### config.mk
export PLATFORM = sky130hd
export DESIGN_NAME = vhau_queue
export DESIGN_NICKNAME = d
export VERILOG_FILES = /design/src/hw/rtl/vhau_pkg.sv /design/src/hw/rtl/vhau_queue.sv
export SDC_FILE = /design/constraint.sdc
export NUM_CORES = 1
export LEC_CHECK = 0
export BUFFER_PORTS_ARGS = -buffer_cell sky130_fd_sc_hd__clkbuf_2
export CAP_MARGIN = 20
export CELL_PAD_IN_SITES_DETAIL_PLACEMENT = 0
export CELL_PAD_IN_SITES_GLOBAL_PLACEMENT = 1
export CORE_ASPECT_RATIO = 0.6
export CORE_UTILIZATION = 47
export CTS_BUF_LIST = sky130_fd_sc_hd__clkbuf_16
export DETAILED_ROUTE_END_ITERATION = 12
export MAX_ROUTING_LAYER = met4
export PLACE_DENSITY_LB_ADDON = 0.1
export SLEW_MARGIN = 20
export SYNTH_ARGS = -nofsm -noshare
export SYNTH_HDL_FRONTEND = slang
export SYNTH_SLANG_ARGS = --single-unit
### constraint.sdc
create_clock -name clock -period 5 [get_ports clock]
set_clock_uncertainty 0.15 [all_clocks]
set_input_delay 0.5 -clock clock [delete_from_list [all_inputs] [get_ports clock]]
set_output_delay 0.5 -clock clock [all_outputs]
set_load 0.01 [all_outputs]
### src/hw/rtl/vhau_pkg.sv
`timescale 1ns / 1ps

package vhau_pkg;

   localparam int COORD_BITS   = 16;
   localparam int CORDIC_STEPS = 16;
   localparam int GUARD_BITS   = 20;
   localparam int UV_W         = COORD_BITS + 1;
   localparam int DP_W         = COORD_BITS + GUARD_BITS + 3;
   localparam int Z_W          = 26;
   localparam int HEAD_W       = 17;
   localparam int DROP_BITS    = 8;
   localparam int ZR_W         = Z_W - DROP_BITS;

   localparam logic signed [Z_W-1:0]    DEG90_Q16  = Z_W'(5898240);
   localparam logic signed [Z_W-1:0]    ROUND_Q16  = Z_W'(128);
   localparam logic signed [HEAD_W-1:0] DEG180_Q8  = HEAD_W'(46080);
   localparam logic signed [HEAD_W-1:0] NEG180_Q8  = -HEAD_W'(46080);
   localparam logic signed [HEAD_W-1:0] NEG_SAT_Q8 = -HEAD_W'(46079);
   localparam logic signed [HEAD_W-1:0] DEG90_Q8   = HEAD_W'(23040);
   localparam logic signed [HEAD_W-1:0] NEG90_Q8   = -HEAD_W'(23040);
   localparam logic signed [HEAD_W-1:0] ZERO_Q8    = '0;

   typedef struct packed {
      logic                     special;
      logic                     zero;
      logic signed [HEAD_W-1:0] fixed_q8;
      logic signed [UV_W-1:0]   u;
      logic signed [UV_W-1:0]   v;
      logic signed [Z_W-1:0]    z;
   } queue_item_type;

   typedef struct packed {
      logic                     special;
      logic                     zero;
      logic signed [HEAD_W-1:0] fixed_q8;
      logic signed [DP_W-1:0]   u;
      logic signed [DP_W-1:0]   v;
      logic signed [Z_W-1:0]    z;
   } stage_type;

   function automatic logic signed [Z_W-1:0] atan_q16(input int idx);
      logic signed [Z_W-1:0] r;
      case (idx)
         0:       r = Z_W'(2949120);
         1:       r = Z_W'(1740967);
         2:       r = Z_W'(919879);
         3:       r = Z_W'(466945);
         4:       r = Z_W'(234379);
         5:       r = Z_W'(117304);
         6:       r = Z_W'(58666);
         7:       r = Z_W'(29335);
         8:       r = Z_W'(14668);
         9:       r = Z_W'(7334);
         10:      r = Z_W'(3667);
         11:      r = Z_W'(1833);
         12:      r = Z_W'(917);
         13:      r = Z_W'(458);
         14:      r = Z_W'(229);
         15:      r = Z_W'(115);
         16:      r = Z_W'(57);
         17:      r = Z_W'(29);
         18:      r = Z_W'(14);
         19:      r = Z_W'(7);
         20:      r = Z_W'(4);
         21:      r = Z_W'(2);
         22:      r = Z_W'(1);
         default: r = '0;
      endcase
      return r;
   endfunction

endpackage

### src/hw/rtl/vhau_queue.sv
`timescale 1ns / 1ps

module vhau_queue (
   input  logic                      clock,
   input  logic                      reset,
   input  logic                      push_valid,
   output logic                      push_ready,
   input  vhau_pkg::queue_item_type  push_item,
   output logic                      pop_valid,
   input  logic                      pop_ready,
   output vhau_pkg::queue_item_type  pop_item
);

   vhau_pkg::queue_item_type mem_ff [2];
   logic       wr_ptr_ff;
   logic       wr_ptr_in;
   logic       rd_ptr_ff;
   logic       rd_ptr_in;
   logic [1:0] count_ff;
   logic [1:0] count_in;
   logic       do_push;
   logic       do_pop;

   assign push_ready = (count_ff != 2'd2);
   assign pop_valid  = (count_ff != 2'd0);
   assign pop_item   = mem_ff[rd_ptr_ff];
   assign do_push    = push_valid && push_ready;
   assign do_pop     = pop_valid && pop_ready;

   always_comb begin
      wr_ptr_in = do_push ? !wr_ptr_ff : wr_ptr_ff;
      rd_ptr_in = do_pop ? !rd_ptr_ff : rd_ptr_ff;
      count_in  = count_ff;
      if (do_push && !do_pop) begin
         count_in = count_ff + 2'd1;
      end else if (do_pop && !do_push) begin
         count_in = count_ff - 2'd1;
      end
   end

   always_ff @(posedge clock) begin
      if (do_push) begin
         mem_ff[wr_ptr_ff] <= push_item;
      end
   end

   always_ff @(posedge clock) begin
      if (reset) begin
         wr_ptr_ff <= 1'b0;
         rd_ptr_ff <= 1'b0;
         count_ff  <= 2'd0;
      end else begin
         wr_ptr_ff <= wr_ptr_in;
         rd_ptr_ff <= rd_ptr_in;
         count_ff  <= count_in;
      end
   end

`ifndef NO_ASSERTIONS
   a_count_bound: assert property (@(posedge clock) disable iff (reset)
      count_ff != 2'd3)
      else $error("queue count out of range");

   a_ptr_track: assert property (@(posedge clock) disable iff (reset)
      (count_ff == 2'd1) |-> (wr_ptr_ff != rd_ptr_ff))
      else $error("queue pointers disagree with count");

   a_full_ptrs: assert property (@(posedge clock) disable iff (reset)
      (count_ff != 2'd1) |-> (wr_ptr_ff == rd_ptr_ff))
      else $error("queue pointers disagree with count");
`endif

endmodule

# Yosys cells after proc, flatten, opt, wreduce, memory -nomap -nowiden
# Memory sizes are Yosys's and may differ from the RTL's. A register that Yosys moved wholly into a read port is not among the register bits.
# Index checks and enable logic that the tools add are counted.
[totals]
ff_bits = 4
ramBits = 158
in_bits = 83
output_inout_bits = 81
wordCells = 23
mem_count = 1
[op_classes]
n_addsub = 2
eq_ne = 1
n_mux = 6
reduce_logical = 10
[mem_list]
columns = ["name", "depth", "word_bits", "rd", "rd_clocked_by_memory_dff", "write_ports", "line_no", "rtl"]
rows = [
  ["mem_ff", 2, 79, 1, 1, 1, "vhau_queue.sv:14", "vhau_pkg::queue_item_type mem_ff [2];"],
]
[ops]
columns = ["operator", "n"]
rows = [
  ["logical AND 1 bit", 4],
  ["logical NOT 1 bit", 4],
  ["2-to-1 mux 1 bit", 4],
  ["2-to-1 mux 2 bit", 2],
  ["nonzero test 2 bit", 2],
  ["adder 2 x 1 -> 2 bit, second input constant", 1],
  ["inequality test 2 bit, second input constant", 1],
  ["subtractor 2 x 1 -> 2 bit, second input constant", 1],
]

# Logic depth before layout (Yosys ltp)
[logic_depth]
depth_word = 6
ltp_mapped = 6
ltp_nobuf = 6

# Worst setup path after synthesis
# Ideal clock, no wire load.
[synth_timing]
path_kind = "register -> register"
from = "register count_ff[0]"
to = "memory mem_ff[1][0] in the netlist's numbering, enable pin"
arrival_time_ns = 2.531
t_required_ns = 4.404
slack_ns = 1.872
stages_incl_launch_ff = 3
period_less_slack_ns = 3.128
path_cell_list = "dfxtp_1 nand2b_1 and3_1"
[synth_between]
elab_chain_len = 4
[synth_rtl]
columns = ["element", "line_no", "rtl"]
rows = [
  ["start, declared", "vhau_queue.sv:19", "logic [1:0] count_ff;"],
  ["start signal, assigned", "vhau_queue.sv:55", "count_ff <= count_in;"],
  ["inequality test 2 bit", "vhau_queue.sv:24", "assign push_ready = (count_ff != 2'd2);"],
  ["named net push_ready", "vhau_queue.sv:7", "output logic push_ready,"],
  ["logical AND 1 bit", "vhau_queue.sv:27", "assign do_push = push_valid && push_ready;"],
  ["2-to-1 mux 1 bit", "vhau_queue.sv:42", "if (do_push) begin"],
  ["2-to-1 mux 1 bit (not written as such)", "vhau_queue.sv:43", "mem_ff[wr_ptr_ff] <= push_item;"],
  ["end, declared", "vhau_queue.sv:14", ""],
]
# The timed path passes the listed nets, and every way through them passes these cells.

==> impl_summary.md <==
Floorplan
The core footprint is 12,200 um^2. The top-level I/O count is 164. The die span in y is 89.2 um. The die covers 13,100 um^2. After floorplanning, the core was divided into 31 placement rows. The initial utilization of the core area, before any placement, comes to 0.488. The die is 147 um wide.

Hold path
The end of the worst hold path is mem_ff[0][23]. The worst min-delay path startpoint is push_item[23]. The tightest min-delay check is of the in -> reg type. The worst hold path cell count is 1.

Timing
Dividing the final minimum period by the clock period gives 0.543. The routed design could run at a clock period as short as 2.72 ns. Setup violations remaining at the end of the flow were counted as 0. The final-report max-slew violation count came to 0.

At the pin with the least slew margin, the transition time is 0.709 ns. The number of hold-slack violations in the final timing report is 0. The maximum clock rate is 368 MHz. The worst pin sits at a relative slew slack of 0.528. Setup repair after global routing left no endpoint under its margin.

The worst-case setup margin in the final layout is roughly 2.3 ns. The setup TNS is 0 ns.

Synth
The post-synth net total is 354. The biggest area contributor in the post-synthesis netlist is edfxtp_1. The count of cell types in the netlist is 19. In the synthesized netlist the async set-or-reset flop fraction comes to 0. After synthesis, the cell types taking the most area are edfxtp_1, mux2_2, mux2_4. The post-synthesis cell count is 270. The most instantiated flip-flop cell in the synthesis netlist is edfxtp_1. The count of yosys warnings during synthesis is 0. The synthesized design contains around 160 register bits. The area share of the largest cell type after synthesis is 0.796. The average size of a mapped cell is 22.1 um^2. The number of enable flip-flop cells after synthesis is roughly 160.

The mapped netlist covers 5960 um^2. For this run, the register share of the synthesized area comes to 0.813.

Power
The share of power burned in the clock network is 0.333. The power per cell area is between 500 and 600 nW/um^2. The combinational power share is 0.215. The switching part of the total power is 0.255. The worst-case IR drop observed on VDD is 295 uV. The internal portion of the total power is 2.97 mW. The share of total power dissipated in sequential elements is 0.452. The analysis attributes to cell leakage a power of 2.91 nW.

The net switching power of the design is 1.02 mW.

Clock network
The clock latency reported for the late side of the worst-skew pair is 0.40 ns. In this run the post-CTS setup repair buffer count came out at 0. The TritonCTS buffer count is 17. The number of gates given a new drive strength after cts is 0.

The TritonCTS clock tree is done. The number of hold buffers added after CTS was 0. The clock transition at the register clock pins on the worst setup and hold paths after CTS is ~0.06 ns.

The total number of H-tree levels is 4. The clock net sink count is 163. No sink is reached through more buffers than the 2 on the longest clock path.

The root buffer selected by CTS is clkbuf_16.

Finish
Excluding fillers, the count of instances in the completed layout stands at 626. The area growth from synthesis to layout is 27.8%. At the end of the flow the core is filled with cells to 0.623. In the layout the commonest cells are clkbuf_2, edfxtp_1, mux2_2, clkbuf_16, mux2_4.

Counting the fill cells in the layout gives approximately 900. The final net count is 531. The library cell used most frequently in the layout, excluding fill and tap cells, is clkbuf_2. The finished cells cover 7620 um^2.

The share of cells above drive strength 1 is 0.609.

Route
The number of DRC violations after detailed routing is 0. The first routing iteration left 109 violations. The remaining antenna violation count after routing is 0. The total number of vias is 3,022.

Dividing the detail-routed wire length by the instance count gives 16.3 um. The number of search-and-repair iterations in the first detailed-routing pass is 4. After detailed routing, the number of vias per cell comes to 4.83. The total length of routed wires is 10.2 mm.

Place
The congestion estimate from routability-driven global placement came to 0.736. The placed cell area is around 6900 um^2. Timing analysis after detailed placement gives a worst setup slack of 2.36 ns. During placement, the flow inserted port buffers numbering 163. The total instance count after detailed placement is 590. Once detailed placement completed, the half-perimeter wirelength came to 6.42 mm.

Status
The run finished with clean final reports.

Setup path
Counting cells, the worst reg-to-reg path comes to 5. The worst register-to-register path begins at count_ff[0]. STA classifies the critical path endpoint as an output pin.

At the worst endpoint, the arrival time is 2.07 ns. The internal reg-to-reg setup slack is ~2.8 ns. The critical path startpoint category is a flip-flop. The critical path is of the reg -> out type. Data on the critical path is required at its endpoint by 4.35 ns. Of all nets on the critical path, the largest fanout is 48. The endpoint identified for the worst register-to-register timing path is mem_ff[0][34].

Global routing
The via count of the first global-routing pass is 3,067. The overall track demand over capacity in global routing is 0.171. The wire length of the first global-routing pass is 15.6 mm. The initial antenna violation count is 1. The total overflow left after global routing is 0. Entering global routing, the biggest net connects 80 pins.

Run
The max-capacitance violation count is 0.
-- final cells by class --
class / count / area (um^2) / area share
antenna: 1 / 2.50 / 0.000329
clock buffer: 17 / 425 / 0.0558
inverter: 1 / 5.00 / 0.000657
sequential: 163 / 4850 / 0.636
tap: 165 / 206 / 0.0271
timing repair buffer: 167 / 891 / 0.117
clock inverter: 15 / 188 / 0.0246
multi-input combinational: 97 / 1050 / 0.138
-- power groups by stage --
stage | registers [mW] | logic, mW | clock network, mW
final | 1.80 | 0.857 | 1.33
after global placement | 1.87 | 0.808 | 0
after CTS | 1.85 | 0.814 | 1.35
after floorplan | 1.78 | 0.592 | 0
after detailed placement | 1.88 | 0.808 | 0
after global routing | 1.83 | 0.935 | 1.41
-- metrics by stage --
step                power [mW]  hold WS [ns]
finish                    3.99         0.132
global route              4.17         0.111
CTS                       4.02         0.112
detailed placement        2.69         0.338
global placement          2.68         0.342
floorplan                 2.37         0.321
-- critical path, cell delays in order, from the launching register on --
cell and delay (ns):
dfxtp_4 0.81, buf_12 0.30, mux2_2 0.39, clkbuf_2 0.13
-- layer usage --
metal  track usage  wire length, um
met5             -                0
met3        0.0607              885
met2         0.255             4660
met4        0.0731               86
met1         0.213             4600
-- kinds of logic (layout without fill, tap and decap cells) --
family	count (synthesis)	after routing	share of synthesized area
muxes	79	79	0.156
AOI/OAI and AO/OA	5	5	0.00504
adders and majority gates	1	1	0.00210
other	0	1	0
xor gates and xnor gates	3	3	0.00441
DFF	163	163	0.813
and+or+nand+nor	9	9	0.00840
buffers and inverters	10	200	0.0113
-- flip-flops by register name (all words and copies together) (netlist names), named ones only --
register,count
wr_ptr_ff,1
rd_ptr_ff,1
mem_ff,158
count_ff,2
-- cells in the mapped netlist (2+ instances only) --
cell / n
a21oi_1: 2
buf_2: 6
buf_6: 3
dfxtp_1: 5
edfxtp_1: 158
mux2_2: 69
mux2_4: 10
nor2_1: 3
o21ai_0: 2
xor2_1: 3
-- how the worst max path moves through the flow --
| stage | from | end | slack [ns] | cells past startpoint |
|---|---|---|---|---|
| after floorplan | count_ff[0] | mem_ff[1][0] | 1.87 | 2 |
| after global placement | push_valid | mem_ff[0][53] | 2.38 | 4 |
| after detailed placement | push_valid | mem_ff[0][25] | 2.36 | 4 |
| after CTS | flip-flop | pop_item[19] | 2.17 | 2 |
| after global routing | flip-flop | pop_item[13] | 2.18 | 3 |
| final | flip-flop | pop_item[13] | 2.28 | 3 |
No activity file was read; power rests on OpenSTA's default activity.
