## src/hw/rtl/vhau_pkg.sv

```systemverilog
`timescale 1ns / 1ps

package vhau_pkg;

   localparam int COORD_BITS   = 16;
   localparam int CORDIC_STEPS = 16;
   localparam int GUARD_BITS   = 20;
   localparam int UV_W         = COORD_BITS + 1;
   localparam int DP_W         = COORD_BITS + GUARD_BITS + 3;
   localparam int Z_W          = 26;
   localparam int HEAD_W       = 17;
   localparam int DROP_BITS    = 8;
   localparam int ZR_W         = Z_W - DROP_BITS;

   localparam logic signed [Z_W-1:0]    DEG90_Q16  = Z_W'(5898240);
   localparam logic signed [Z_W-1:0]    ROUND_Q16  = Z_W'(128);
   localparam logic signed [HEAD_W-1:0] DEG180_Q8  = HEAD_W'(46080);
   localparam logic signed [HEAD_W-1:0] NEG180_Q8  = -HEAD_W'(46080);
   localparam logic signed [HEAD_W-1:0] NEG_SAT_Q8 = -HEAD_W'(46079);
   localparam logic signed [HEAD_W-1:0] DEG90_Q8   = HEAD_W'(23040);
   localparam logic signed [HEAD_W-1:0] NEG90_Q8   = -HEAD_W'(23040);
   localparam logic signed [HEAD_W-1:0] ZERO_Q8    = '0;

   typedef struct packed {
      logic                     special;
      logic                     zero;
      logic signed [HEAD_W-1:0] fixed_q8;
      logic signed [UV_W-1:0]   u;
      logic signed [UV_W-1:0]   v;
      logic signed [Z_W-1:0]    z;
   } queue_item_type;

   typedef struct packed {
      logic                     special;
      logic                     zero;
      logic signed [HEAD_W-1:0] fixed_q8;
      logic signed [DP_W-1:0]   u;
      logic signed [DP_W-1:0]   v;
      logic signed [Z_W-1:0]    z;
   } stage_type;

   function automatic logic signed [Z_W-1:0] atan_q16(input int idx);
      logic signed [Z_W-1:0] r;
      case (idx)
         0:       r = Z_W'(2949120);
         1:       r = Z_W'(1740967);
         2:       r = Z_W'(919879);
         3:       r = Z_W'(466945);
         4:       r = Z_W'(234379);
         5:       r = Z_W'(117304);
         6:       r = Z_W'(58666);
         7:       r = Z_W'(29335);
         8:       r = Z_W'(14668);
         9:       r = Z_W'(7334);
         10:      r = Z_W'(3667);
         11:      r = Z_W'(1833);
         12:      r = Z_W'(917);
         13:      r = Z_W'(458);
         14:      r = Z_W'(229);
         15:      r = Z_W'(115);
         16:      r = Z_W'(57);
         17:      r = Z_W'(29);
         18:      r = Z_W'(14);
         19:      r = Z_W'(7);
         20:      r = Z_W'(4);
         21:      r = Z_W'(2);
         22:      r = Z_W'(1);
         default: r = '0;
      endcase
      return r;
   endfunction

endpackage

```

## src/hw/rtl/vhau_if.sv

```systemverilog


interface vhau_rsp_if;
   logic                              valid;
   logic                              ready;
   logic signed [vhau_pkg::HEAD_W-1:0] heading_deg_q8;
   logic                              zero_vector;

   modport source (output valid, output heading_deg_q8, output zero_vector, input ready);
   modport sink   (input valid, input heading_deg_q8, input zero_vector, output ready);
endinterface

```

## src/hw/rtl/vhau_back.sv

```systemverilog
`timescale 1ns / 1ps

module vhau_back (
   input  logic                      clock,
   input  logic                      reset,
   input  logic                      pop_valid,
   output logic                      pop_ready,
   input  vhau_pkg::queue_item_type  pop_item,
   vhau_rsp_if.source                rsp_chan
);

   localparam int Steps = vhau_pkg::CORDIC_STEPS;

   vhau_pkg::stage_type stage_ff [Steps+1];
   vhau_pkg::stage_type stage_in [Steps+1];
   logic [Steps:0]      valid_ff;
   logic [Steps:0]      valid_in;
   logic                adv;

   logic                              rsp_valid_ff;
   logic                              rsp_valid_in;
   logic signed [vhau_pkg::HEAD_W-1:0] heading_ff;
   logic signed [vhau_pkg::HEAD_W-1:0] heading_in;
   logic                              zero_ff;

   logic signed [vhau_pkg::Z_W-1:0]  zsum;
   logic signed [vhau_pkg::ZR_W-1:0] zr;

   assign adv       = !rsp_valid_ff || rsp_chan.ready;
   assign pop_ready = adv;

   always_comb begin
      stage_in[0].special  = pop_item.special;
      stage_in[0].zero     = pop_item.zero;
      stage_in[0].fixed_q8 = pop_item.fixed_q8;
      stage_in[0].z        = pop_item.z;
      stage_in[0].u = {{(vhau_pkg::DP_W-vhau_pkg::UV_W-vhau_pkg::GUARD_BITS)
                        {pop_item.u[vhau_pkg::UV_W-1]}},
                       pop_item.u, {vhau_pkg::GUARD_BITS{1'b0}}};
      stage_in[0].v = {{(vhau_pkg::DP_W-vhau_pkg::UV_W-vhau_pkg::GUARD_BITS)
                        {pop_item.v[vhau_pkg::UV_W-1]}},
                       pop_item.v, {vhau_pkg::GUARD_BITS{1'b0}}};
   end

   for (genvar i = 0; i < Steps; i++) begin : g_step
      always_comb begin
         logic signed [vhau_pkg::DP_W-1:0] du;
         logic signed [vhau_pkg::DP_W-1:0] dv;
         du = $signed(stage_ff[i].v) >>> i;
         dv = $signed(stage_ff[i].u) >>> i;
         stage_in[i+1] = stage_ff[i];
         if (!stage_ff[i].v[vhau_pkg::DP_W-1]) begin
            stage_in[i+1].u = stage_ff[i].u + du;
            stage_in[i+1].v = stage_ff[i].v - dv;
            stage_in[i+1].z = stage_ff[i].z + vhau_pkg::atan_q16(i);
         end else begin
            stage_in[i+1].u = stage_ff[i].u - du;
            stage_in[i+1].v = stage_ff[i].v + dv;
            stage_in[i+1].z = stage_ff[i].z - vhau_pkg::atan_q16(i);
         end
      end
   end

   for (genvar k = 0; k <= Steps; k++) begin : g_stage_reg
      always_ff @(posedge clock) begin
         if (adv) begin
            stage_ff[k] <= stage_in[k];
         end
      end
   end

   always_comb begin
      valid_in = valid_ff;
      if (adv) begin
         valid_in = {valid_ff[Steps-1:0], pop_valid};
      end
   end

   // round to Q8 and clamp into (-180, +180]; special items take their fixed heading
   always_comb begin
      zsum = stage_ff[Steps].z + vhau_pkg::ROUND_Q16;
      zr   = zsum[vhau_pkg::Z_W-1:vhau_pkg::DROP_BITS];
      if (stage_ff[Steps].special) begin
         heading_in = stage_ff[Steps].fixed_q8;
      end else if (zr > vhau_pkg::DEG180_Q8) begin
         heading_in = vhau_pkg::DEG180_Q8;
      end else if (zr <= vhau_pkg::NEG180_Q8) begin
         heading_in = vhau_pkg::NEG_SAT_Q8;
      end else begin
         heading_in = zr[vhau_pkg::HEAD_W-1:0];
      end
      rsp_valid_in = adv ? valid_ff[Steps] : rsp_valid_ff;
   end

   always_ff @(posedge clock) begin
      if (adv) begin
         heading_ff <= heading_in;
         zero_ff    <= stage_ff[Steps].zero;
      end
   end

   always_ff @(posedge clock) begin
      if (reset) begin
         valid_ff     <= '0;
         rsp_valid_ff <= 1'b0;
      end else begin
         valid_ff     <= valid_in;
         rsp_valid_ff <= rsp_valid_in;
      end
   end

   assign rsp_chan.valid          = rsp_valid_ff;
   assign rsp_chan.heading_deg_q8 = heading_ff;
   assign rsp_chan.zero_vector    = zero_ff;

`ifndef NO_ASSERTIONS
   a_last_to_out: assert property (@(posedge clock) disable iff (reset)
      (adv && valid_ff[Steps]) |=> rsp_valid_ff)
      else $error("finished stage did not reach the output");

   a_out_range: assert property (@(posedge clock) disable iff (reset)
      rsp_valid_ff |-> (heading_ff <= vhau_pkg::DEG180_Q8 &&
                        heading_ff > vhau_pkg::NEG180_Q8))
      else $error("heading out of range");

   a_zero_heading: assert property (@(posedge clock) disable iff (reset)
      (rsp_valid_ff && zero_ff) |-> (heading_ff == vhau_pkg::ZERO_Q8))
      else $error("zero vector with nonzero heading");

   a_hold_pipe: assert property (@(posedge clock) disable iff (reset)
      !adv |=> $stable(valid_ff))
      else $error("pipeline moved while output stalled");
`endif

endmodule

```

## src/flat_wrapper.sv

```systemverilog
// flat-port wrapper written by rule: the top's interface ports become plain ports
module vhau_back_flat 
  (clock, reset, pop_valid, pop_ready, pop_item, rsp_chan_valid, rsp_chan_heading_deg_q8, rsp_chan_zero_vector, rsp_chan_ready);
  vhau_rsp_if rsp_chan_i ();
  input  logic clock;
  input  logic reset;
  input  logic pop_valid;
  output logic pop_ready;
  input  vhau_pkg::queue_item_type pop_item;
  output wire logic [$bits(rsp_chan_i.valid)-1:0] rsp_chan_valid;
  output wire logic [$bits(rsp_chan_i.heading_deg_q8)-1:0] rsp_chan_heading_deg_q8;
  output wire logic [$bits(rsp_chan_i.zero_vector)-1:0] rsp_chan_zero_vector;
  input wire logic [$bits(rsp_chan_i.ready)-1:0] rsp_chan_ready;
  assign rsp_chan_valid = rsp_chan_i.valid;
  assign rsp_chan_heading_deg_q8 = rsp_chan_i.heading_deg_q8;
  assign rsp_chan_zero_vector = rsp_chan_i.zero_vector;
  assign rsp_chan_i.ready = rsp_chan_ready;
  vhau_back u_core (.clock(clock), .reset(reset), .pop_valid(pop_valid), .pop_ready(pop_ready), .pop_item(pop_item), .rsp_chan(rsp_chan_i));
endmodule
```

## config.mk

```make
export PLATFORM = sky130hd
export DESIGN_NAME = vhau_back_flat
export DESIGN_NICKNAME = d
export VERILOG_FILES = /design/src/hw/rtl/vhau_pkg.sv /design/src/hw/rtl/vhau_if.sv /design/src/hw/rtl/vhau_back.sv /design/src/flat_wrapper.sv
export SDC_FILE = /design/constraint.sdc
export NUM_CORES = 2
export LEC_CHECK = 0
export BUFFER_PORTS_ARGS = -buffer_cell sky130_fd_sc_hd__clkbuf_2
export CORE_ASPECT_RATIO = 1.4
export CORE_MARGIN = 2
export CORE_UTILIZATION = 45
export DETAILED_ROUTE_END_ITERATION = 10
export GPL_TIMING_DRIVEN = 0
export MAX_ROUTING_LAYER = met4
export SETUP_SLACK_MARGIN = 0.2
export SYNTH_ARGS = -nofsm -noshare
export SYNTH_HDL_FRONTEND = slang
export SYNTH_SLANG_ARGS = --single-unit
```

## constraint.sdc

```tcl
create_clock -name clock -period 128.4 [get_ports clock]
set_input_delay 25.68 -clock clock [delete_from_list [all_inputs] [get_ports clock]]
set_output_delay 25.68 -clock clock [all_outputs]
set_load 0.02 [all_outputs]
```

[Word-level counts from Yosys, hierarchy flattened]
Memory sizes are Yosys's and may differ from the RTL's.
Index checks and enable logic that the tools add are counted.
Word-level totals
  bits in registers: 36
  output and inout port bits: 20
  memories: 1
  memory bits (writable): 2091
  logic and storage cells: 126
Memories
  u_core.stage_ff: words 17, width 123, read ports 17, clocked after Yosys merged registers in 0, wr ports 17, RTL line vhau_back.sv:14  | vhau_pkg::stage_type stage_ff [Steps+1];
Cells by class
  reduce and logical (&&, ||, !) cells: 2
  $lt $le $gt $ge: 2
  multiplexer cells: 21
  $add $sub $neg: 96
Operator list (number)
  $mux W104: 16
  $add A39 B24 Y39: 2
  $add A39 B25 Y39: 2
  $add A39 B26 Y39: 2
  $add A39 B27 Y39: 2
  $add A39 B28 Y39: 2
  $add A39 B29 Y39: 2
  $add A39 B30 Y39: 2
  $add A39 B31 Y39: 2
  $add A39 B32 Y39: 2
  $add A39 B33 Y39: 2
  $add A39 B34 Y39: 2
  $add A39 B35 Y39: 2
  $add A39 B36 Y39: 2
  $add A39 B37 Y39: 2
  $add A39 B38 Y39: 2
  $sub A39 B24 Y39: 2
  $sub A39 B25 Y39: 2
  $sub A39 B26 Y39: 2
  $sub A39 B27 Y39: 2
  $sub A39 B28 Y39: 2
  $sub A39 B29 Y39: 2
  $sub A39 B30 Y39: 2
  $sub A39 B31 Y39: 2
  47 further kinds: 59

[Depth between registers and ports, before layout]
An unclocked memory read counts as a cell.
  word-level depth: 6
  depth in mapped cells: 21

[Worst setup path before layout]
OpenSTA, ideal clock, no wires.
  kind: input -> output
  start: in rsp_chan_ready
  end: out pop_ready
  stages on the path: 4
  data required time: 102.720 ns
  arrival time: 72.357 ns
  buffers on the path: 2
  path slack: 30.363 ns
  cell sequence: nor2b_1 > clkbuf_1 > clkinv_1 > clkbuf_1
Between the ends
  longest elaborated chain between the ends: 1
RTL lines
  start, declared: RTL line flat_wrapper.sv:13  | input wire logic [$bits(rsp_chan_i.ready)-1:0] rsp_chan_ready;
  $logic_or A1 B1 Y1: RTL line vhau_back.sv:29  | assign adv = !rsp_valid_ff || rsp_chan.ready;
  end, declared: RTL line flat_wrapper.sv:8  | output logic pop_ready;
No other way between the ends.

[Worst setup path in the final report]
Ends and elaborated chain as after synthesis.

==> flow_metrics.py <==
metrics = {
    "critical_path": {
        "cp_data_arrival_time_ps": 27590,
        "crit_buf_inv": 6,
        "crit_chain": "clkbuf_2, nor2b_1, clkbuf_1, clkinv_1, clkbuf_4, buf_16, clkbuf_2",
        "crit_family": "buffers and inverters",
        "setup_crit_start_kind": "primary input",
        "timing.critical_path.required_ps": 102720,
        "cp_max_delay_cell": "sky130_fd_sc_hd__clkbuf_4",
        "critical_path_end_type": "primary output",
        "reg2reg_depth": 17,
        "worst-setup-path-type": "primary input to primary output",
        "cp_slowest_stage_delay_ps": 470,
        "critPathMaxFanout": 70,
        "critPathMostFrequentCell": "sky130_fd_sc_hd__clkbuf_2",
        "critical_path_cell_count": 7,
    },
    "die": {
        "initial_standard_cell_utilization_of_the_core_pct": 45.2,
        "vertical_die_dimension_um": 628,
        "fp-row-count": 229,
        "die_area_mm2": 0.283,
        "fp.coreArea_mm2": 0.277,
        "boundaryPins": 103,
        "chipWidth_um": 450,
    },
    "sta": {
        "min_period_over_period_pct": 41.5,
        "finalMaxSlewViolations": 0,
        "report.final.hold_viol_count": 0,
        "skew_ps": 74.0,
        "slew_headroom_pct": 2.48,
        "clock_period_minus_worst_slack_ps": 53270,
        "timing.setup.tns_ps": 0,
        "grt_setup_unrepaired": "false",
        "max_freq_mhz": 18.8,
        "setup-violations-final": 0,
        "worst_pin_slew_ps": 1450,
    },
    "synthesis": {
        "syn_area_mm2": 0.125,
        "total_nets_after_synthesis": 13700,
        "synth-seq-area-share_pct": 41.4,
        "synthCells": 12300,
        "ys_seq_elements": 1731,
        "synth_edf_count": 1713,
        "post_synth.cell_area_avg_um2": 10.2,
        "yosysWarningCount": 0,
        "synth.lib_cells_used.distinct": 105,
        "synthFlopType": "sky130_fd_sc_hd__edfxtp_1",
        "synth_async_sr_flop_share_pct": 0,
    },
    "final_layout": {
        "finish.net_count": 14100,
        "layout-area-overhead-vs-synth_pct": 9.71,
        "regArea_mm2": 0.0518,
        "multiInputGateArea_mm2": 0.0709,
        "fraction_of_the_core_area_covered_by_cells_at_the_end_of_the_flow_pct": 49.5,
        "drive_gt1_share_pct": 4.54,
        "nFillCells": 25400,
    },
    "run_status": {
        "status": "finished clean",
    },
    "cts": {
        "clkTransAtPathRegs_ps": 70,
        "ctsResizeCount": 0,
        "cts_buffer_depth": 4,
        "cts_made_buffers": 193,
        "ctsRootBufferMaster": "sky130_fd_sc_hd__clkbuf_16",
        "post_cts_buffers": 0,
        "clock_insertion_delay_worst_skew_ps": 870,
        "cts_tree": "built",
        "ctsHoldBuffers": 0,
        "cts.htree.levels": 4,
        "clock-sinks": 1731,
    },
    "hold_path": {
        "timing.hold.worst_path_depth": 0,
        "holdCritPathClass": "flop to flop",
    },
    "routing": {
        "drtPass1Iterations": 6,
        "vias": 93600,
        "vias_per_instance": 5.68,
        "drc": 0,
        "starting_drc_count_in_detailed_routing": 4929,
        "drtAntennaViolNets": 0,
        "totalWireLength_mm": 352,
        "post_drt_wl_per_cell_um": 21.4,
    },
    "grt": {
        "number_of_antenna_violations_at_the_first_check_in_global_routing": 10,
        "globalRouteTotalUtil_pct": 25.1,
        "global_route_wire_length_before_repair_mm": 539,
        "grt_pass1_vias": 96200,
        "pin_count_of_the_biggest_net_entering_global_routing": 75,
        "aggregate_global_routing_overflow": 0,
    },
    "placed_design": {
        "dp_hpwl_mm": 287,
        "io_buffers": 101,
        "routabilityCongestion": 1.06,
    },
    "run": {
        "drv.max_cap_violation_count": 0,
    },
}
## final timing paths
kind	start	to	slack, ps
worst max-delay path	rsp_chan_ready	pop_ready	75130
worst min-delay path	u_core.stage_ff[3][238]	u_core.stage_ff[4][115]	400
worst max register to register	u_core.stage_ff[4][187]	u_core.stage_ff[5][62]	121250
worst min register to register	u_core.stage_ff[3][238]	u_core.stage_ff[4][115]	400
## synth_stat cells, drive strengths merged (46+ instances only)
| cell | n | area, um2 |
|---|---|---|
| xnor2 | 1134 | 9930 |
| and2 | 80 | 500 |
| clkbuf | 124 | 465 |
| or2 | 46 | 288 |
| and3 | 133 | 832 |
| a21oi | 1254 | 6280 |
| o21a | 152 | 1140 |
| nor2 | 1177 | 4420 |
| a211oi | 76 | 586 |
| o21bai | 154 | 1160 |
| ha | 1317 | 16500 |
| inv | 508 | 1910 |
| nor3 | 339 | 1710 |
| nor4 | 94 | 594 |
| nand2 | 606 | 2270 |
| nor2b | 186 | 1160 |
| nand2b | 173 | 1080 |
| xor2 | 640 | 5610 |
| o31ai | 49 | 393 |
| nand3 | 184 | 921 |
| o211ai | 53 | 403 |
| a31oi | 130 | 813 |
| edfxtp | 1713 | 51400 |
| o21ai | 497 | 2490 |
| or3 | 90 | 563 |
| a21o | 579 | 4350 |
| nand4 | 91 | 569 |
## cell families after synthesis
group | Yosys count | share of synthesized area (%)
flops | 1731 | 41.4
simple gates | 3362 | 13.0
compound gates | 3356 | 17.1
xor+xnor | 1774 | 12.4
buf+inv | 671 | 2.02
fa+ha+maj | 1354 | 13.7
mux | 50 | 0.427
## registers in the layout, summed over array words and instances (netlist names)
| signal | count |
|---|---|
| u_core.rsp_chan.heading_deg_q8 | 17 |
| u_core.rsp_chan.valid | 1 |
| u_core.valid_ff | 17 |
| u_core.stage_ff | 1695 |
| u_core.rsp_chan.zero_vector | 1 |
## per-layer routing
layer / wire length (um) / GRT usage, % / vias to the layer above
met2: 194000 / 48.5 / 1984
met1: 114000 / 21.6 / 44400
li1: - / - / 46200
met5: 0 / - / -
met4: 33800 / 19.7 / 0
met3: 10100 / 2.57 / 1055
## cell usage in the layout (no fill, tap or decap), types with 34 or more instances in the layout
| cell | count |
|---|---|
| sky130_fd_sc_hd__edfxtp_1 | 1713 |
| sky130_fd_sc_hd__nor2_1 | 1176 |
| sky130_fd_sc_hd__clkbuf_16 | 195 |
| sky130_fd_sc_hd__a211oi_1 | 73 |
| sky130_fd_sc_hd__and3_1 | 133 |
| sky130_fd_sc_hd__a21oi_1 | 1253 |
| sky130_fd_sc_hd__nand4_1 | 91 |
| sky130_fd_sc_hd__o21bai_1 | 153 |
| sky130_fd_sc_hd__o21ai_0 | 464 |
| sky130_fd_sc_hd__nand2_1 | 606 |
| sky130_fd_sc_hd__fa_1 | 37 |
| sky130_fd_sc_hd__xnor2_1 | 1134 |
| sky130_fd_sc_hd__or3_1 | 90 |
| sky130_fd_sc_hd__clkinv_2 | 42 |
| sky130_fd_sc_hd__or4_1 | 38 |
| sky130_fd_sc_hd__nor2b_1 | 186 |
| sky130_fd_sc_hd__clkbuf_1 | 149 |
| sky130_fd_sc_hd__nor4_1 | 93 |
| sky130_fd_sc_hd__inv_1 | 507 |
| sky130_fd_sc_hd__a21o_1 | 579 |
| sky130_fd_sc_hd__o41ai_1 | 41 |
| sky130_fd_sc_hd__and2_1 | 80 |
| sky130_fd_sc_hd__nand3_1 | 184 |
| sky130_fd_sc_hd__a31oi_1 | 130 |
| sky130_fd_sc_hd__nand2b_1 | 173 |
| sky130_fd_sc_hd__clkinv_1 | 34 |
| sky130_fd_sc_hd__xor2_1 | 640 |
| sky130_fd_sc_hd__o21a_1 | 152 |
| sky130_fd_sc_hd__o211ai_1 | 52 |
| sky130_fd_sc_hd__or2_2 | 42 |
| sky130_fd_sc_hd__clkbuf_2 | 101 |
| sky130_fd_sc_hd__o31ai_1 | 44 |
| sky130_fd_sc_hd__nor3_1 | 337 |
| sky130_fd_sc_hd__ha_1 | 1317 |
## worst reg2reg max path, delay by kind of cell, from the launching register on
family / cells / cell delay (ps)
fa+ha+maj: 1 / 330
simple gates: 3 / 910
xor+xnor: 1 / 190
flops: 1 / 820
compound gates: 9 / 2520
buf+inv: 3 / 2210
## per-stage QoR
stage,area [um2],std cells,worst slack [ps],hold WS (ps)
final,137000,16500,75130,395
after detailed placement,131000,16100,75110,405
after global placement,130000,16100,7500,400
after CTS,137000,16500,75100,403
after global routing,137000,16500,74880,399
after floorplan,125000,12300,30360,400
## area by class of cell
class | instances | area share (%)
clock buffer | 221 | 3.62
inverter | 512 | 1.40
timing repair buffer | 129 | 0.912
clock inverter | 129 | 0.929
tap | 3696 | 3.37
buffer | 159 | 0.448
multi-input combinational | 9896 | 51.6
antenna | 12 | 0.0219
sequential | 1731 | 37.7
Power is not shown: default switching activity piles up to over one toggle a cycle in this logic, so the estimate is an artifact.
