## src/hw/rtl/vhau_pkg.sv

```systemverilog
`timescale 1ns / 1ps

package vhau_pkg;

   localparam int COORD_BITS   = 16;
   localparam int CORDIC_STEPS = 16;
   localparam int GUARD_BITS   = 20;
   localparam int UV_W         = COORD_BITS + 1;
   localparam int DP_W         = COORD_BITS + GUARD_BITS + 3;
   localparam int Z_W          = 26;
   localparam int HEAD_W       = 17;
   localparam int DROP_BITS    = 8;
   localparam int ZR_W         = Z_W - DROP_BITS;

   localparam logic signed [Z_W-1:0]    DEG90_Q16  = Z_W'(5898240);
   localparam logic signed [Z_W-1:0]    ROUND_Q16  = Z_W'(128);
   localparam logic signed [HEAD_W-1:0] DEG180_Q8  = HEAD_W'(46080);
   localparam logic signed [HEAD_W-1:0] NEG180_Q8  = -HEAD_W'(46080);
   localparam logic signed [HEAD_W-1:0] NEG_SAT_Q8 = -HEAD_W'(46079);
   localparam logic signed [HEAD_W-1:0] DEG90_Q8   = HEAD_W'(23040);
   localparam logic signed [HEAD_W-1:0] NEG90_Q8   = -HEAD_W'(23040);
   localparam logic signed [HEAD_W-1:0] ZERO_Q8    = '0;

   typedef struct packed {
      logic                     special;
      logic                     zero;
      logic signed [HEAD_W-1:0] fixed_q8;
      logic signed [UV_W-1:0]   u;
      logic signed [UV_W-1:0]   v;
      logic signed [Z_W-1:0]    z;
   } queue_item_type;

   typedef struct packed {
      logic                     special;
      logic                     zero;
      logic signed [HEAD_W-1:0] fixed_q8;
      logic signed [DP_W-1:0]   u;
      logic signed [DP_W-1:0]   v;
      logic signed [Z_W-1:0]    z;
   } stage_type;

   function automatic logic signed [Z_W-1:0] atan_q16(input int idx);
      logic signed [Z_W-1:0] r;
      case (idx)
         0:       r = Z_W'(2949120);
         1:       r = Z_W'(1740967);
         2:       r = Z_W'(919879);
         3:       r = Z_W'(466945);
         4:       r = Z_W'(234379);
         5:       r = Z_W'(117304);
         6:       r = Z_W'(58666);
         7:       r = Z_W'(29335);
         8:       r = Z_W'(14668);
         9:       r = Z_W'(7334);
         10:      r = Z_W'(3667);
         11:      r = Z_W'(1833);
         12:      r = Z_W'(917);
         13:      r = Z_W'(458);
         14:      r = Z_W'(229);
         15:      r = Z_W'(115);
         16:      r = Z_W'(57);
         17:      r = Z_W'(29);
         18:      r = Z_W'(14);
         19:      r = Z_W'(7);
         20:      r = Z_W'(4);
         21:      r = Z_W'(2);
         22:      r = Z_W'(1);
         default: r = '0;
      endcase
      return r;
   endfunction

endpackage

```

## src/hw/rtl/vhau_if.sv

```systemverilog
`timescale 1ns / 1ps

interface vhau_req_if;
   logic                                  valid;
   logic                                  ready;
   logic signed [vhau_pkg::COORD_BITS-1:0] x_coord;
   logic signed [vhau_pkg::COORD_BITS-1:0] y_coord;

   modport source (output valid, output x_coord, output y_coord, input ready);
   modport sink   (input valid, input x_coord, input y_coord, output ready);
endinterface


```

## src/hw/rtl/vhau_front.sv

```systemverilog
`timescale 1ns / 1ps

module vhau_front (
   vhau_req_if.sink                  req_chan,
   output logic                      push_valid,
   input  logic                      push_ready,
   output vhau_pkg::queue_item_type  push_item
);

   logic signed [vhau_pkg::UV_W-1:0] xs;
   logic signed [vhau_pkg::UV_W-1:0] ys;
   logic signed [vhau_pkg::UV_W-1:0] u0;
   logic signed [vhau_pkg::UV_W-1:0] v0;
   logic                             x_zero;
   logic                             y_zero;

   assign req_chan.ready = push_ready;
   assign push_valid     = req_chan.valid;

   always_comb begin
      xs     = vhau_pkg::UV_W'(req_chan.x_coord);
      ys     = vhau_pkg::UV_W'(req_chan.y_coord);
      u0     = -ys;
      v0     = xs;
      x_zero = (req_chan.x_coord == '0);
      y_zero = (req_chan.y_coord == '0);

      push_item.zero     = x_zero && y_zero;
      push_item.special  = x_zero || y_zero;
      push_item.fixed_q8 = vhau_pkg::ZERO_Q8;
      if (x_zero && !y_zero) begin
         push_item.fixed_q8 = ys[vhau_pkg::UV_W-1] ? vhau_pkg::ZERO_Q8 : vhau_pkg::DEG180_Q8;
      end else if (y_zero && !x_zero) begin
         push_item.fixed_q8 = xs[vhau_pkg::UV_W-1] ? vhau_pkg::NEG90_Q8 : vhau_pkg::DEG90_Q8;
      end

      // pre-rotate into the right half plane
      push_item.u = u0;
      push_item.v = v0;
      push_item.z = '0;
      if (u0[vhau_pkg::UV_W-1]) begin
         if (!v0[vhau_pkg::UV_W-1]) begin
            push_item.u = v0;
            push_item.v = -u0;
            push_item.z = vhau_pkg::DEG90_Q16;
         end else begin
            push_item.u = -v0;
            push_item.v = u0;
            push_item.z = -vhau_pkg::DEG90_Q16;
         end
      end
   end

endmodule

```

## src/flat_wrapper.sv

```systemverilog
// flat-port wrapper written by rule: the top's interface ports become plain ports
module vhau_front_flat 
  (push_valid, push_ready, push_item, req_chan_valid, req_chan_x_coord, req_chan_y_coord, req_chan_ready);
  vhau_req_if req_chan_i ();
  output logic push_valid;
  input  logic push_ready;
  output vhau_pkg::queue_item_type push_item;
  input wire logic [$bits(req_chan_i.valid)-1:0] req_chan_valid;
  input wire logic [$bits(req_chan_i.x_coord)-1:0] req_chan_x_coord;
  input wire logic [$bits(req_chan_i.y_coord)-1:0] req_chan_y_coord;
  output wire logic [$bits(req_chan_i.ready)-1:0] req_chan_ready;
  assign req_chan_i.valid = req_chan_valid;
  assign req_chan_i.x_coord = req_chan_x_coord;
  assign req_chan_i.y_coord = req_chan_y_coord;
  assign req_chan_ready = req_chan_i.ready;
  vhau_front u_core (.req_chan(req_chan_i), .push_valid(push_valid), .push_ready(push_ready), .push_item(push_item));
endmodule
```

## config.mk

```make
export PLATFORM = sky130hd
export DESIGN_NAME = vhau_front_flat
export DESIGN_NICKNAME = d
export VERILOG_FILES = /design/src/hw/rtl/vhau_pkg.sv /design/src/hw/rtl/vhau_if.sv /design/src/hw/rtl/vhau_front.sv /design/src/flat_wrapper.sv
export SDC_FILE = /design/constraint.sdc
export NUM_CORES = 1
export LEC_CHECK = 0
export ABC_AREA = 1
export BUFFER_PORTS_ARGS = -buffer_cell sky130_fd_sc_hd__buf_2
export CAP_MARGIN = 20
export CORE_AREA = 2 2 86 64
export DETAILED_ROUTE_END_ITERATION = 12
export DIE_AREA = 0 0 88 66
export PLACE_DENSITY = 0.76
export SYNTH_ARGS = -nofsm -noshare
export SYNTH_HDL_FRONTEND = slang
export SYNTH_SLANG_ARGS = --single-unit
```

## constraint.sdc

```tcl
create_clock -name vclk -period 2.15
set_clock_uncertainty 0.05 [all_clocks]
set_input_delay 0.3225 -clock vclk [all_inputs]
set_output_delay 0.3225 -clock vclk [all_outputs]
set_load 0.01 [all_outputs]
```

Word-level counts from Yosys, hierarchy flattened
Cells that the tools add are included.
- flip-flop bits (word level): 0
- bits in latches: 0
- memory bits (writable): 0
- bits in read-only memories: 0
- output and inout port bits: 81
- logic and storage cells: 17
- memories kept: 0
- add/subtract/negate cells: 3
- multiply operators: 0
- div/mod/pow operators: 0
- magnitude comparators: 0
- equal/unequal tests: 0
- shifts and indexed selects: 0
- muxes and demuxes: 6
- bitwise gates (word level): 0
- reduce and logical (&&, ||, !) cells: 8
- operator list (kind ; number):
    $mux W60 ; 2
    $mux W17 ; 3
    $neg A16 Y17 ; 2
    $logic_not A16 Y1 ; 2
    $neg A17 Y17 ; 1
    $mux W16 ; 1
    $logic_and A1 B1 Y1 ; 3
    $logic_not A1 Y1 ; 2
    $logic_or A1 B1 Y1 ; 1

Depth between registers and ports, before layout
Gate-level depths: netlist of run 1.
- depth after elaboration: 5
- gate-level depth with buffers: 15
- depth with buffers taken out: 15

Least setup slack after synthesis of run 1
No wires, ideal clock.
- kind: input-to-output
- start point: input port req_chan_y_coord[0]
- end point: output port push_item[73] (netlist name)
- arrival: 2129 ps
- required time: 1778 ps
- path slack: -352 ps
- stages: 11
- path buffers: 1
- path through: inv_1 ha_1 nand3_2 nor2_1 nand3_2 nor2_4 inv_1 nor2_2 inv_1 o21ai_0 buf_4
- RTL lines (what ; RTL line ; RTL):
    start: declaration ; flat_wrapper.sv:10 ; input wire logic [$bits(req_chan_i.y_coord)-1:0] req_chan_y_coord;
    end: declaration ; flat_wrapper.sv:7 ; output vhau_pkg::queue_item_type push_item;

==> key figures, run 1 <==
Timing
  – RSZ-0062 raised after global routing: true
  – Fin crit period: 2.33 ns
  – Final Setup Violations: 35
  – Final hold violations: 0
  – Setup ws final: -0.181 ns
  – Fin. max-slew vios: 0
  – Fmax: 429 MHz
  – Final worst-path cycle share: 108%

Setup path
  – Crit path cell chain: buf_8, buf_6, nor2_4, nand2_4, nand2_4, nand3b_1, nor2_2, nand3_2, o21bai_4, nand2_1, nand2_1, nand3_1, nand2_1, buf_2
  – Critical path peak fanout: 4
  – CP arrival: 1.96 ns
  – Setup crit end kind: output port
  – Slowest cell on the critical path: nor2_2
  – Most used cell, CP: nand2_1
  – Setup crit start kind: input pin
  – CP required: 1.78 ns
  – Max incr delay on CP: 0.18 ns
  – Critical path class: input pin to output port

Synth
  – Sequential cell area fraction in the yosys report: 0%
  – Ranking of synthesized cells by area: nand2_1, buf_4, nand3_1
  – Top cell type by total area after synthesis: nand2_1
  – Avg Inst Size Synth: 5.18 um^2
  – Netlist Area Pre-Place: 1930 um^2
  – Synth cell count leaders: nand2_1, inv_1, nor2_1
  – Syn. warnings: 0
  – Synth top area share: 19.5%
  – Count leader, synth: nand2_1
  – Synth Instances: 372
  – Cell variety after synth: 31

Power and ir drop
  – LEAKAGE: 0.00170 uW
  – Worst VDD drop: 0.0756 mV
  – Power density cells: 194 nW/um^2

Detailed routing
  – Antenna viol nets, final: 0
  – DR WL met3: 661 um
  – Metal1 wirelength: 3290 um
  – Vias/cell: 5.01
  – Via count: 2908
  – DRT iter0 DRCs: 223
  – Avg WL per Cell: 13.4 um
  – Metal2 WL: 3600 um
  – 1st-pass router iterations: 6
  – Max Used Layer: met4
  – Post-Route WL: 7800 um
  – DRC viols: 0

Placed design
  – Placer Congestion: 0.884
  – Area after DPL: 2650 um^2
  – Post-Place Cells: 561
  – Place WS: -0.189 ns
  – IO buf count: 84
  – Post-DP HPWL: 5050 um

Die
  – DIE HEIGHT: 66 um
  – Die area: 5810 um^2
  – Core area: 4980 um^2
  – I/O Pins: 115
  – Die W: 88 um
  – Row cnt: 22
  – Initial Util: 38.7%

Run status
  – Status: finished, violations left
  – Violated checks: negative setup slack

Layout
  – Ant diodes: 0
  – Seq. cell area: 0 um^2
  – Non-Filler Instances: 581
  – Clock buf count: 0
  – NumNets Final: 547
  – Final instance area: 3250 um^2
  – Layout cell share with drive strength beyond 1: 51.9%
  – Seq_cells: 0
  – Layout area overhead: 68.7%

Global routing
  – Global-route wire length before repair: 10600 um
  – Remaining global-route overflow: 0
  – Vias in the first global route: 2396
  – Total track usage: 21.9%
  – Initial antenna violation count: 0
  – Largest net degree at the start of global routing: 27

Flow run
  – Max-Cap Viols: 0

Clocking
  – Post-CTS Hold Buffers: 0

Worst hold path
  – Worst min path class: input pin to output port
-- final cells by class --
type                       count  area (um^2)
multi-input combinational    305         1890
inverter                      44          176
fill                         401         1730
timing repair buffer         160         1100
tap                           72         90.1
-- power breakdown --
part / switching (uW) / internal [uW]
registers: 0 / 0
clock network: 0 / 0
logic: 365 / 267
total: 365 / 267
-- worst paths after layout --
path / start / cells after the start / to / slack (ns)
setup / recovery: req_chan_y_coord[1] / 14 / push_item[38] / -0.18
hold / removal: req_chan_valid / 0 / push_valid / 0.60
-- critical path: cells and delay by family --
kind | cells | cell delay (ns)
and+or+nand+nor | 10 | 1.11
buffers and inverters | 3 | 0.33
AOI/OAI and AO/OA | 1 | 0.18
-- layer usage --
layer	vias to the layer above	GRT usage [%]
met1	1317	31.2
met2	178	36.7
li1	1387	-
met5	-	0
met4	0	3.85
met3	26	1.37
-- timing repair --
item,4_1_cts,5_1_grt
pin swaps,35,43
cloned,0,1
endpoints found under the setup margin,38,49
buffers inserted,12,7
gates resized for setup,66,63
-- cells by family after synthesis --
| kind of cell | share of synthesized area, % |
|---|---|
| buffers and inverters | 27.1 |
| XOR/XNOR | 7.66 |
| AO/OA/AOI/OAI | 10.9 |
| other | 0.194 |
| adder cells (fa/ha/maj) | 1.30 |
| AND/OR/NAND/NOR | 52.9 |
-- cells in the final DEF (no fill, tap or decap), drive strengths merged --
master and count:
xor2 11, o31ai 1, nand3b 3, ha 2, o211ai 2, o22ai 1, nor2 54, nand2 112
o21bai 1, nand3 39, clkinvlp 1, nand4 4, buf 159, a21oi 4, o21ai 30, or2 3
clkbuf 1, conb 27, inv 42, clkinv 1, xnor2 5, nor3 6
-- per-stage QoR --
stage	util, %	hold slack, ns	total power (uW)	TNS, ns
global route	65.3	0.595	682	-6.27
detailed placement	53.1	0.595	497	-2.79
CTS	59.4	0.595	544	-0.347
global placement	53.1	0.595	492	-1.75
finish	65.3	0.595	632	-2.35
floorplan	-	0.687	319	0
Power figures use the tool's default switching activity.
==> run 2: changes to the inputs <==
- ABC_AREA: 1 -> unset
- CORE_AREA: 2 2 86 64 -> 2 2 88 65
- DIE_AREA: 0 0 88 66 -> 0 0 90 67
- PLACE_DENSITY: 0.76 -> 0.75
==> run 2 against run 1 <==
The flow still finishes with violations (negative setup slack). Critical path depth is 4 lower. Wire length is 27% higher. Highest routed layer unchanged. Hold slack stayed put. Global-route usage is 4.9 points higher. Worst setup slack worse by 0.48 ns. Synthesized cell count is 16% lower. Final area is 22% higher. Largest cell class unchanged. Maximum frequency is 17% lower. Die area is 3.8% higher. Sequential cell count stayed put. First-iteration DRC count is 0.90% higher.
==> key figures, run 2 <==
Power and ir drop
  – Sw Ratio: 53.9%
  – Logic pwr share: 100.0%
  – Total power: 798 uW
  – Flop pwr share: 0%
  – LEAKAGE: 0.00176 uW
  – Clock power share: 0%
  – Internal: 368 uW
  – Worst VDD drop: 0.0916 mV
  – Psw: 430 uW
  – Power density cells: 201 nW/um^2

Die
  – Row cnt: 22
  – Die area: 6030 um^2
  – DIE HEIGHT: 67 um
  – Initial Util: 39.3%
  – Core area: 5120 um^2
  – Die W: 90 um
  – I/O Pins: 115

Layout
  – Non-Filler Instances: 531
  – Layout cell share with drive strength beyond 1: 65.8%
  – Ant diodes: 0
  – Most common cell after layout, fill and taps aside: buf_4
  – Seq_cells: 0
  – Final instance area: 3970 um^2
  – Most frequent cells in the layout: buf_4, buf_2, buf_6
  – Layout area overhead: 97.3%
  – Clock buf count: 0
  – Seq. cell area: 0 um^2
  – FILL cells: 306
  – NumNets Final: 497

Worst hold path
  – Worst hold path depth: 0
  – Endpoint, Worst Hold: push_valid
  – Worst min path class: input pin to output port
  – Hold path start: req_chan_valid

Timing
  – Fin crit period: 2.81 ns
  – Fmax: 356 MHz
  – Final Setup Violations: 51
  – Final worst-path cycle share: 131%
  – Fin. max-slew vios: 0
  – Setup ws final: -0.660 ns
  – RSZ-0062 raised after global routing: true
  – Final hold violations: 0

Placed design
  – IO buf count: 84
  – Placer Congestion: 0.908
  – Area after DPL: 3110 um^2
  – Post-DP HPWL: 5930 um
  – Post-Place Cells: 511
  – Place WS: -0.632 ns

Global routing
  – Largest net degree at the start of global routing: 47
  – Global-route wire length before repair: 13300 um
  – Initial antenna violation count: 0
  – Total track usage: 26.8%
  – Vias in the first global route: 2718
  – Remaining global-route overflow: 0

Detailed routing
  – Post-Route WL: 9870 um
  – Antenna viol nets, final: 0
  – Metal1 wirelength: 3910 um
  – Metal2 WL: 4880 um
  – DRT iter0 DRCs: 225
  – DR WL met3: 707 um
  – 1st-pass router iterations: 5
  – Max Used Layer: met4
  – Vias/cell: 5.66
  – Avg WL per Cell: 18.6 um
  – Via count: 3005
  – DRC viols: 0

Setup path
  – CP arrival: 2.44 ns
  – Setup crit end kind: output port
  – Crit path cell chain: buf_2, buf_4, nor3_1, nand3_2, xor2_4, a2111oi_4, buf_4, or4_4, nand3_2, buf_6
  – Max incr delay on CP: 0.52 ns
  – Setup crit start kind: input pin
  – Worst Setup SP: req_chan_y_coord[8]
  – Slowest cell on the critical path: or4_4
  – CP required: 1.78 ns
  – Critical path peak fanout: 7
  – Critical path class: input pin to output port

Synth
  – Count leader, synth: buf_4
  – Syn. warnings: 0
  – Synth top area share: 15.7%
  – Synth Instances: 311
  – Avg Inst Size Synth: 6.48 um^2
  – Synth Area in Compound Gates: 24.3%
  – Netlist Area Pre-Place: 2010 um^2
  – Adder-Cell Fraction of Synth Area: 1.24%
  – Cell variety after synth: 58
  – Post-Synth XOR/XNOR Area: 16.1%
  – Top cell type by total area after synthesis: buf_4
  – Sequential cell area fraction in the yosys report: 0%
  – Main combinational cell family by area after synthesis: simple AND/OR/NAND/NOR gates
  – Synth cell count leaders: buf_4, nand2_1, o21ai_0
  – Area fraction in and, or, nand and nor cells after synthesis: 34.7%
  – Ranking of synthesized cells by area: buf_4, xnor2_1, o21ai_0
  – Post-synthesis mux area share: 1.55%

Flow run
  – Max-Cap Viols: 0

Run status
  – Violated checks: negative setup slack
  – Status: finished, violations left

Clocking
  – Post-CTS Hold Buffers: 0
run 2: cell types whose count changed in the layout (fill, tap and decap cells not counted), sizes merged, moves of 17 or more:
cell | before | now
buf | 159 | 185
inv | 42 | 8
nor2 | 54 | 23
nand2 | 112 | 34
nand3 | 39 | 10
xnor2 | 5 | 22
run 2: power groups by stage:
stage | combinational (uW) | sequential (uW) | clock [uW]
2_1_floorplan | 436 | 0 | 0
3_3_place_gp | 601 | 0 | 0
3_5_place_dp | 615 | 0 | 0
4_1_cts | 698 | 0 | 0
5_1_grt | 839 | 0 | 0
6_report | 798 | 0 | 0
run 2: worst max path at each step:
stage               endpoint  slack (ns)
2_1_floorplan  push_item[41]       -0.62
3_3_place_gp   push_item[33]       -0.60
3_5_place_dp   push_item[33]       -0.63
4_1_cts        push_item[33]       -0.59
5_1_grt        push_item[37]       -0.70
6_report       push_item[37]       -0.66
run 2: per-layer routing:
layer / global-route usage [%] / vias up
met3: 1.36 / 44
li1: - / 1338
met2: 49.2 / 198
met1: 33.9 / 1425
met5: 0 / -
met4: 9.62 / 0
run 2: final cells by class:
class	count	area [um^2]	area share, %
Multi-Input combinational cell	265	2320	58.4
Inverter	8	40.0	1.01
Tap cell	72	90.1	2.27
Timing Repair Buffer	186	1520	38.4
run 2: stage by stage:
stage / utilization [%] / setup TNS (ns) / hold slack (ns)
floorplan: - / -9.91 / 0.687
global route: 77.6 / -24.05 / 0.595
CTS: 70.5 / -19.11 / 0.595
global placement: 60.8 / -20.78 / 0.595
detailed placement: 60.8 / -21.10 / 0.595
finish: 77.6 / -22.01 / 0.595
run 2: cells by family (layout without fill, tap and decap cells):
family	count (synthesis)	count (layout)
and+or+nand+nor	123	123
AOI/OAI and AO/OA	73	73
buffers and inverters	72	194
xor gates and xnor gates	37	37
muxes	3	3
adders and majority gates	2	2
other	1	27
run 2: worst max-delay path, delay by kind of cell:
kind,cells,cell delay [ns]
simple gates,4,1.20
buf+inv,4,0.54
xor+xnor,1,0.28
compound gates,1,0.08
run 2: repair_timing:
| action | 4_1_cts | 5_1_grt |
|---|---|---|
| cloned | 2 | 1 |
| endpoints found under the setup margin | 51 | 51 |
| hold endpoints to repair | 0 | 0 |
| pin swaps | 22 | 24 |
| gates resized for setup | 79 | 66 |
| setup buffers | 11 | 12 |
==> run 3: changes to the inputs <==
- ABC_AREA: unset -> 1
- CORE_AREA: 2 2 88 65 -> 2 2 86 64
- DIE_AREA: 0 0 90 67 -> 0 0 88 66
- GPL_ROUTABILITY_DRIVEN: unset -> 0
- PLACE_DENSITY: 0.75 -> 0.76
==> run 3 against run 2 <==
The flow still finishes with violations (negative setup slack). Via count fell by 4.7%. First-iteration DRC count fell by 6.2%. Sequential share of layout area stayed put. Sequential cell count did not move. Hold slack is the same. Critical endpoint is now push_item[34]. Largest cell class unchanged.
==> key figures, run 3 (synthesized netlist as in run 1, its figures left out) <==
Worst hold path
  – Hold path start: req_chan_valid
  – Worst min path class: input pin to output port

Layout
  – Layout cell share with drive strength beyond 1: 49.3%
  – Most frequent cells in the layout: nand2_1, buf_2, buf_4
  – Seq. cell area: 0 um^2
  – Non-Filler Instances: 577
  – Clock buf count: 0
  – Seq_cells: 0
  – Most common cell after layout, fill and taps aside: nand2_1
  – Core Util, Final: 63.4%
  – FILL cells: 408
  – Layout area overhead: 63.9%
  – Final instance area: 3160 um^2
  – NumNets Final: 543
  – Ant diodes: 0

Placed design
  – Area after DPL: 2570 um^2
  – Place WS: -0.143 ns
  – Post-Place Cells: 554
  – IO buf count: 84
  – Post-DP HPWL: 5030 um

Detailed routing
  – DR WL met3: 591 um
  – Max Used Layer: met4
  – 1st-pass router iterations: 5
  – Vias/cell: 4.96
  – Antenna viol nets, final: 0
  – DRC viols: 0
  – Avg WL per Cell: 13.0 um
  – Via count: 2863
  – Post-Route WL: 7500 um
  – Metal1 wirelength: 3280 um
  – Metal2 WL: 3460 um
  – DRT iter0 DRCs: 211

Timing
  – Fmax: 433 MHz
  – Final hold violations: 0
  – Final Setup Violations: 25
  – Setup ws final: -0.159 ns
  – Final worst-path cycle share: 107%
  – Fin. max-slew vios: 0
  – RSZ-0062 raised after global routing: true
  – Fin crit period: 2.31 ns

Power and ir drop
  – Internal: 256 uW
  – Power density cells: 193 nW/um^2
  – Total power: 609 uW
  – Logic pwr share: 100.0%
  – Flop pwr share: 0%
  – Clock power share: 0%
  – Sw Ratio: 57.9%
  – Worst VDD drop: 0.0748 mV
  – Psw: 353 uW
  – LEAKAGE: 0.00167 uW

Setup path
  – CP arrival: 1.94 ns
  – Buf+Inv Stages, Crit Path: 5
  – Critical path peak fanout: 4
  – Worst Setup SP: req_chan_y_coord[2]
  – CP top delay family: simple AND/OR/NAND/NOR gates
  – Critical path class: input pin to output port
  – Setup crit end kind: output port
  – CP required: 1.78 ns
  – Slowest cell on the critical path: clkbuf_4
  – Setup crit start kind: input pin
  – Max incr delay on CP: 0.15 ns
  – Crit path cell chain: clkbuf_4, buf_4, inv_1, nand2_4, nor2_4, nand3_2, nand2_4, nor2_4, nand3_2, nand2_2, buf_6, xor2_1, o21ai_1, buf_2

Global routing
  – Vias in the first global route: 2446
  – Remaining global-route overflow: 0
  – Global-route wire length before repair: 10500 um
  – Largest net degree at the start of global routing: 23
  – Initial antenna violation count: 0
  – Total track usage: 21.7%

Die
  – Die area: 5810 um^2
  – DIE HEIGHT: 66 um
  – Die W: 88 um
  – I/O Pins: 115
  – Initial Util: 38.7%
  – Row cnt: 22
  – Core area: 4980 um^2

Clocking
  – Post-CTS Hold Buffers: 0

Flow run
  – Max-Cap Viols: 0

Run status
  – Violated checks: negative setup slack
  – Status: finished, violations left
## run 3: changes by cell type in the layout (fill, tap and decap cells not counted), moves of 15 or more
cell     previous run  this run
inv_1               5        32
nand2_1            12        88
buf_2              60        78
nand3_1             5        26
buf_6              38        10
nor2_1             11        27
nand2_2             6        21
## run 3: final timing paths
check / to / slack (ns) / cells after the start
worst max-delay path: push_item[34] / -0.16 / 14
worst min-delay path: push_valid / 0.60 / 0
## run 3: per-layer routing
layer | up-vias | GRT usage [%]
met5 | - | 0
met4 | 0 | 5.96
met3 | 22 | 1.37
met2 | 164 | 37.7
met1 | 1300 | 28.8
li1 | 1377 | -
## run 3: layout make-up
class / instances / area [um^2] / area share [%]
timing repair buffer: 156 / 1060 / 33.5
inverter: 44 / 179 / 5.66
multi-input combinational: 305 / 1830 / 58.0
tap: 72 / 90.1 / 2.85
## run 3: metrics by stage
step / TNS (ns) / hold slack [ns]
6_report: -1.64 / 0.595
5_1_grt: -5.68 / 0.595
4_1_cts: -0.353 / 0.595
3_5_place_dp: -2.92 / 0.595
3_3_place_gp: -1.67 / 0.595
2_1_floorplan: 0 / 0.687
## run 3: power by group through the flow
stage	Clock (uW)	Combinational (uW)	Sequential (uW)
2_1_floorplan	0	319	0
3_3_place_gp	0	475	0
3_5_place_dp	0	483	0
4_1_cts	0	534	0
5_1_grt	0	656	0
6_report	0	609	0
## run 3: what timing repair did
action,CTS,global route
gates resized for setup,58,59
pin swaps,28,31
buffers inserted,14,8
gates cloned,0,1
setup endpoints to repair,41,49
